`src/rtl/core/tts_pkg.sv`:
```
// Shared types, register indexes and constants for the tilt-to-stick shaper.
// No dependencies; used by every file under rtl/core.
package tts_pkg;

  typedef struct packed {
    logic               act;
    logic signed [15:0] ax;
    logic signed [15:0] ay;
    logic signed [15:0] az;
  } item_t;

  typedef struct packed {
    logic        tilt_enable;
    logic [14:0] pitch_full_angle;
    logic [14:0] roll_full_angle;
    logic [13:0] dead_zone;
    logic [14:0] expo_weight;
    logic [14:0] smoothing;
  } cfg_t;

  localparam logic [2:0] REG_TILT_ENABLE = 3'd0;
  localparam logic [2:0] REG_PITCH_FULL  = 3'd1;
  localparam logic [2:0] REG_ROLL_FULL   = 3'd2;
  localparam logic [2:0] REG_DEAD_ZONE   = 3'd3;
  localparam logic [2:0] REG_EXPO_WEIGHT = 3'd4;
  localparam logic [2:0] REG_SMOOTHING   = 3'd5;

  localparam logic [14:0] RST_PITCH_FULL  = 15'd2574;
  localparam logic [14:0] RST_ROLL_FULL   = 15'd5004;
  localparam logic [13:0] RST_DEAD_ZONE   = 14'd492;
  localparam logic [14:0] RST_EXPO_WEIGHT = 15'd5734;
  localparam logic [14:0] RST_SMOOTHING   = 15'd4096;

  localparam logic signed [28:0] PI_Q24  = 29'sd52707179;
  localparam logic signed [28:0] PI_Q13  = 29'sd25736;
  localparam logic [14:0]        Q14_ONE = 15'd16384;
  localparam logic signed [17:0] Q16_ONE = 18'sd65536;

  function automatic logic [23:0] atan_entry(input logic [4:0] i);
    logic [23:0] r;
    unique case (i)
      5'd0:  r = 24'd13176795;
      5'd1:  r = 24'd7778716;
      5'd2:  r = 24'd4110060;
      5'd3:  r = 24'd2086331;
      5'd4:  r = 24'd1047214;
      5'd5:  r = 24'd524117;
      5'd6:  r = 24'd262123;
      5'd7:  r = 24'd131069;
      5'd8:  r = 24'd65536;
      5'd9:  r = 24'd32768;
      5'd10: r = 24'd16384;
      5'd11: r = 24'd8192;
      5'd12: r = 24'd4096;
      5'd13: r = 24'd2048;
      5'd14: r = 24'd1024;
      5'd15: r = 24'd512;
      5'd16: r = 24'd256;
      5'd17: r = 24'd128;
      5'd18: r = 24'd64;
      5'd19: r = 24'd32;
      5'd20: r = 24'd16;
      5'd21: r = 24'd8;
      5'd22: r = 24'd4;
      5'd23: r = 24'd2;
      default: r = 24'd0;
    endcase
    return r;
  endfunction

endpackage

```
`src/rtl/core/tts_front.sv`:
```
// Input side: accepts sample transactions and holds them in a two-entry queue.
// Depends on tts_pkg for the item type.
module tts_front (
  input  logic            clk,
  input  logic            rst,
  input  logic            s_tvalid,
  output logic            s_tready,
  input  logic [47:0]     s_tdata,  // accel_x, accel_y, accel_z
  input  logic            s_tuser,  // action
  output logic            q_valid,
  output tts_pkg::item_t  q_item,
  input  logic            q_pop
);

  tts_pkg::item_t slot [2];
  logic       wp;
  logic       rp;
  logic [1:0] fill;
  logic       push;

  assign s_tready = (fill != 2'd2);
  assign push     = s_tvalid && s_tready;
  assign q_valid  = (fill != 2'd0);
  assign q_item   = slot[rp];

  always_ff @(posedge clk) begin
    if (push) begin
      slot[wp] <= '{act: s_tuser, ax: $signed(s_tdata[15:0]),
                    ay: $signed(s_tdata[31:16]), az: $signed(s_tdata[47:32])};
    end
    if (rst) begin
      wp   <= 1'b0;
      rp   <= 1'b0;
      fill <= 2'd0;
    end else begin
      if (push) wp <= ~wp;
      if (q_pop) rp <= ~rp;
      fill <= fill + {1'b0, push} - {1'b0, q_pop};
    end
  end

endmodule

```
`config.mk`:
```
export PLATFORM = sky130hd
export DESIGN_NAME = tts_front
export DESIGN_NICKNAME = d
export VERILOG_FILES = /design/src/rtl/core/tts_pkg.sv /design/src/rtl/core/tts_front.sv
export SDC_FILE = /design/constraint.sdc
export NUM_CORES = 1
export LEC_CHECK = 0
export BUFFER_PORTS_ARGS = -buffer_cell sky130_fd_sc_hd__buf_2
export CORE_UTILIZATION = 46
export DETAILED_ROUTE_END_ITERATION = 12
export GPL_ROUTABILITY_DRIVEN = 0
export GPL_TIMING_DRIVEN = 0
export PLACE_DENSITY_LB_ADDON = 0.05
export SYNTH_ARGS = -nofsm -noshare
export SYNTH_HDL_FRONTEND = slang
export SYNTH_SLANG_ARGS = --single-unit
export TNS_END_PERCENT = 1
```
`constraint.sdc`:
```
create_clock -name clk -period 2.1 [get_ports clk]
set_input_delay 0.105 -clock clk [delete_from_list [all_inputs] [get_ports clk]]
set_output_delay 0.105 -clock clk [all_outputs]
set_load 0.01 [all_outputs]
```
Word-level counts from Yosys, hierarchy flattened
Memories as Yosys holds them, arrays and structs flattened. A register that Yosys moved wholly into a read port is not among the register bits.
Cells that the tools add are included.
- memories: 1
- memory bits (writable): 98
- word-level logic and storage cells: 15
- flip-flop bits (word level): 4
- bits of input ports: 53
- output and inout bits: 51
- bitwise operators: 2
- muxes and demuxes: 4
- equal/unequal tests: 1
- $add $sub $neg: 2
- reduce and logical (&&, ||, !) cells: 2
- memories (name ; depth ; width ; rd ports ; clocked after Yosys merged registers in ; wr ports ; RTL line ; text):
    slot ; 2 ; 49 ; 1 ; 1 ; 1 ; tts_front.sv:15 ; tts_pkg::item_t slot [2];
- operator list (operator ; number):
    2-to-1 mux 1 bit ; 4
    adder 2 x 1 -> 2 bit ; 1
    inequality test 2 bit, second input constant ; 1
    NOT 1 bit ; 2
    nonzero test 2 bit ; 1
    subtractor 2 x 1 -> 2 bit ; 1
    logical AND 1 bit ; 1

Depth between registers and ports, before layout
- word-level depth: 4
- gate-level depth with buffers: 7
- gate-level depth less buffers: 7

Worst setup path before layout
No wires, ideal clock.
- kind: reg-to-reg
- start point: register fill[0]
- end point: memory slot[1][0] in the netlist's numbering (enable)
- library setup time: 0.412 ns
- period minus slack after synthesis: 2.227 ns
- cell stages (with the launch flop): 3
- slack: -0.127 ns
- data arrival time: 1.815 ns
- buffers on the path: 0
- required time: 1.688 ns
- cell sequence: dfxtp_1 > nand2b_1 > and3_1
- word-level cells in the longest chain between the ends: 4
- RTL lines (what ; RTL line ; text):
    from (decl) ; tts_front.sv:18 ; logic [1:0] fill;
    from (signal assigned) ; tts_front.sv:38 ; fill <= fill + {1'b0, push} - {1'b0, q_pop};
    inequality test 2 bit ; tts_front.sv:21 ; assign s_tready = (fill != 2'd2);
    named net s_tready ; tts_front.sv:7 ; output logic s_tready,
    logical AND 1 bit ; tts_front.sv:22 ; assign push = s_tvalid && s_tready;
    2-to-1 mux 1 bit ; tts_front.sv:27 ; if (push) begin
    2-to-1 mux 1 bit (implied by the code) ; tts_front.sv:28 ; slot[wp] <= '{act: s_tuser, ax: $signed(s_tdata[15:0]),
    to (decl) ; tts_front.sv:15 ;
The timed path passes the listed nets, and every way through them passes these cells.

==> metrics.yaml <==
critical_path_buf_inv_count: 3
portBuffers: 103
cpMaxStageDelayCell: "dfxtp_1"
cts.path.max_buffers: 2
cpPeakStageDelay_ns: 0.37
ant_nets: 0
drive_gt1_frac: 0.4743
crit_type: "reg2out"
dpl_cell_area_sq_um: 4442
post_cts_buffers: 0
die_w_microns: 92.62
core_area_sq_um: 7848
mostFrequentLayoutCell: "buf_2"
whs_path_depth: 3
diodes: 0
die_area_sq_um: 8578
worst_ep_arrival_time_ns: 1.71
layout.nets: 400
setup_ws_ns: 0.2826
rsz0062_at_grt: "false"
place_ws_ns: 0.05641
overflow: 0
drt-total-wl_mm: 6.405
max_freq_mhz: 550.2
met1_usage: 0.1793
reg2reg_to: "slot[0][40]"
min_period_ns: 1.817
dr.pass1.iters: 4
grt_usage: 0.1560
cts-root-buf: "clkbuf_8"
setup.worst_path.end_class: "output pin"
numCtsBuffers: 9
grt_pass1_vias: 2241
final_util: 0.6540
rows: 32
maxCapViolations: 0
relSlewSlack: 0.5387
rr_worst_depth: 4
seq_area_frac_synth: 0.8056
crit_chain: "buf_2 > buf_4 > mux2_1 > buf_2"
cp_max_fo: 10
ioPinCount: 104
fin_area_sq_um: 5132
final-max-slew-violation-count: 0
vias: 2127
crit_cells: 4
grt_max_degree: 50
r2r_slack_ns: 0.33
critPathTopFamily: "buffers and inverters"
synth.ff_latch_count: 103
cp_common_cell: "buf_2"
h-tree-depth: 3
multi_input_area_sq_um: 696.9
crit_required_ns: 2.00
max-vdd-ir-drop_mv: 0.4117
tightest_slew_ns: 0.6920
fillers: 604
drc_errors: 0
antenna_found_initial: 0
finalPower_mw: 4.350
status: "complete, no violations"
dpl.cell_count: 387
top_usage_layer: "met2"
setup.worst_path.start_class: "flip-flop"
area_delta_synth_final_pct: 35.87
final_cell_mix: "buf_2, edfxtp_1, dlygate4sd3_1, mux2_2, mux2_1"
cts.sinks: 103
syn-num-nets: 235
r2r_start: "fill[0]"
powerDensity_nw_per_um2: 847.6
avgViaCountPerCell: 4.706
yosys_warnings: 0
synth_cell_types: 23
hold_class: "in2reg"
fin_skew_ns: 0.006060
dp_hpwl_mm: 3.906
syn_area_sq_um: 3777
syn_inst: 181
cts_tree: "built"
p_leak_nw: 1.946
setup_violations: 0
hold_viol: 0
final_cell_count_no_fill: 452
grt_pass1_wl_mm: 10.05
clkTransAtPathRegs_ns: 0.09
start_util: 0.4813
die_y_microns: 92.62
worstHoldStart: "q_pop"
final-seq-area_sq_um: 3043
avgSynthCellArea_sq_um: 20.87
worstSkewPairLatency_ns: 0.35
grtUsageMet2: 0.2778
grt_use_met3: 0.03284
period_share: 0.8654
drt-wirelength-per-cell_microns: 14.17
drt_iter0_drc: 43
==> timing repair <==
item | CTS | global route
gates resized for setup | 0 | 1
endpoints found under the hold margin | 102 | 0
setup endpoints to repair | 0 | 49
hold buffers | 50 | 0
==> routing by layer <==
metal	up-vias	wire length, microns
met5	-	0
met4	0	106
met3	10	315
met2	64	3231
met1	1016	2752
li1	1037	-
==> worst reg2reg max path: cells and delay by family, from the launching register on <==
family	cells	cell delay (ns)
flip-flops	1	0.38
buffers and inverters	2	0.73
AND/OR/NAND/NOR	2	0.35
==> per-stage QoR <==
stage | hold WS [ns] | setup TNS, ns
final | 0.08879 | 0
after floorplan | 0.1741 | 0
after global routing | 0.1053 | 0
after detailed placement | 0.2958 | 0
after global placement | 0.2916 | -25.79
after CTS | 0.07487 | 0
==> registers in the layout (all words and copies together) (netlist names), named ones only <==
signal and cells:
fill 2, rp 1, slot 98, wp 1
==> where the power goes <==
part           internal [mW]  switching (mW)
clock network          0.540           0.631
logic                  0.343           0.341
registers               2.45          0.0433
==> worst max-delay path by stage <==
stage                    from     endpoint
finish              flip-flop   q_item[40]
global route        flip-flop   q_item[40]
CTS                   fill[0]  slot[1][47]
floorplan             fill[0]   slot[0][0]
global placement      fill[0]  slot[0][47]
detailed placement    fill[0]  slot[1][44]
==> cell usage after synthesis (all sizes together) <==
library cell / instances / area [sq um]
edfxtp: 98 / 2943
mux2: 49 / 551.8
buf: 5 / 27.53
dfxtp: 5 / 100.1
inv: 4 / 15.01
nor2: 3 / 11.26
nand4: 2 / 12.51
xnor2: 2 / 17.52
a2111oi: 1 / 8.760
a21bo: 1 / 10.01
a21boi: 1 / 7.510
a21oi: 1 / 5.000
and3: 1 / 6.260
ha: 1 / 12.51
nand2: 1 / 3.750
nand2b: 1 / 6.260
nand3b: 1 / 7.510
nand4b: 1 / 8.760
nor2b: 1 / 6.260
or2: 1 / 6.260
or4b: 1 / 10.01
==> logic make-up (layout without fill, tap and decap cells) <==
family | count (synthesis) | in the layout | share of synthesized area
xor+xnor | 2 | 2 | 0.004638
buf+inv | 9 | 178 | 0.01126
simple gates | 13 | 13 | 0.02087
fa+ha+maj | 1 | 1 | 0.003312
compound gates | 4 | 4 | 0.008281
flops | 103 | 103 | 0.8056
mux | 49 | 49 | 0.1461
==> final cells by class <==
| type | count | share of cell area |
|---|---|---|
| Sequential cell | 103 | 0.5929 |
| Timing Repair Buffer | 154 | 0.2019 |
| Multi-Input combinational cell | 69 | 0.1358 |
| Tap cell | 102 | 0.02487 |
| Clock buffer | 9 | 0.02413 |
| Clock inverter | 6 | 0.01219 |
| Buffer | 5 | 0.005363 |
| Inverter | 4 | 0.002925 |
(Power assumes the default switching activity.)
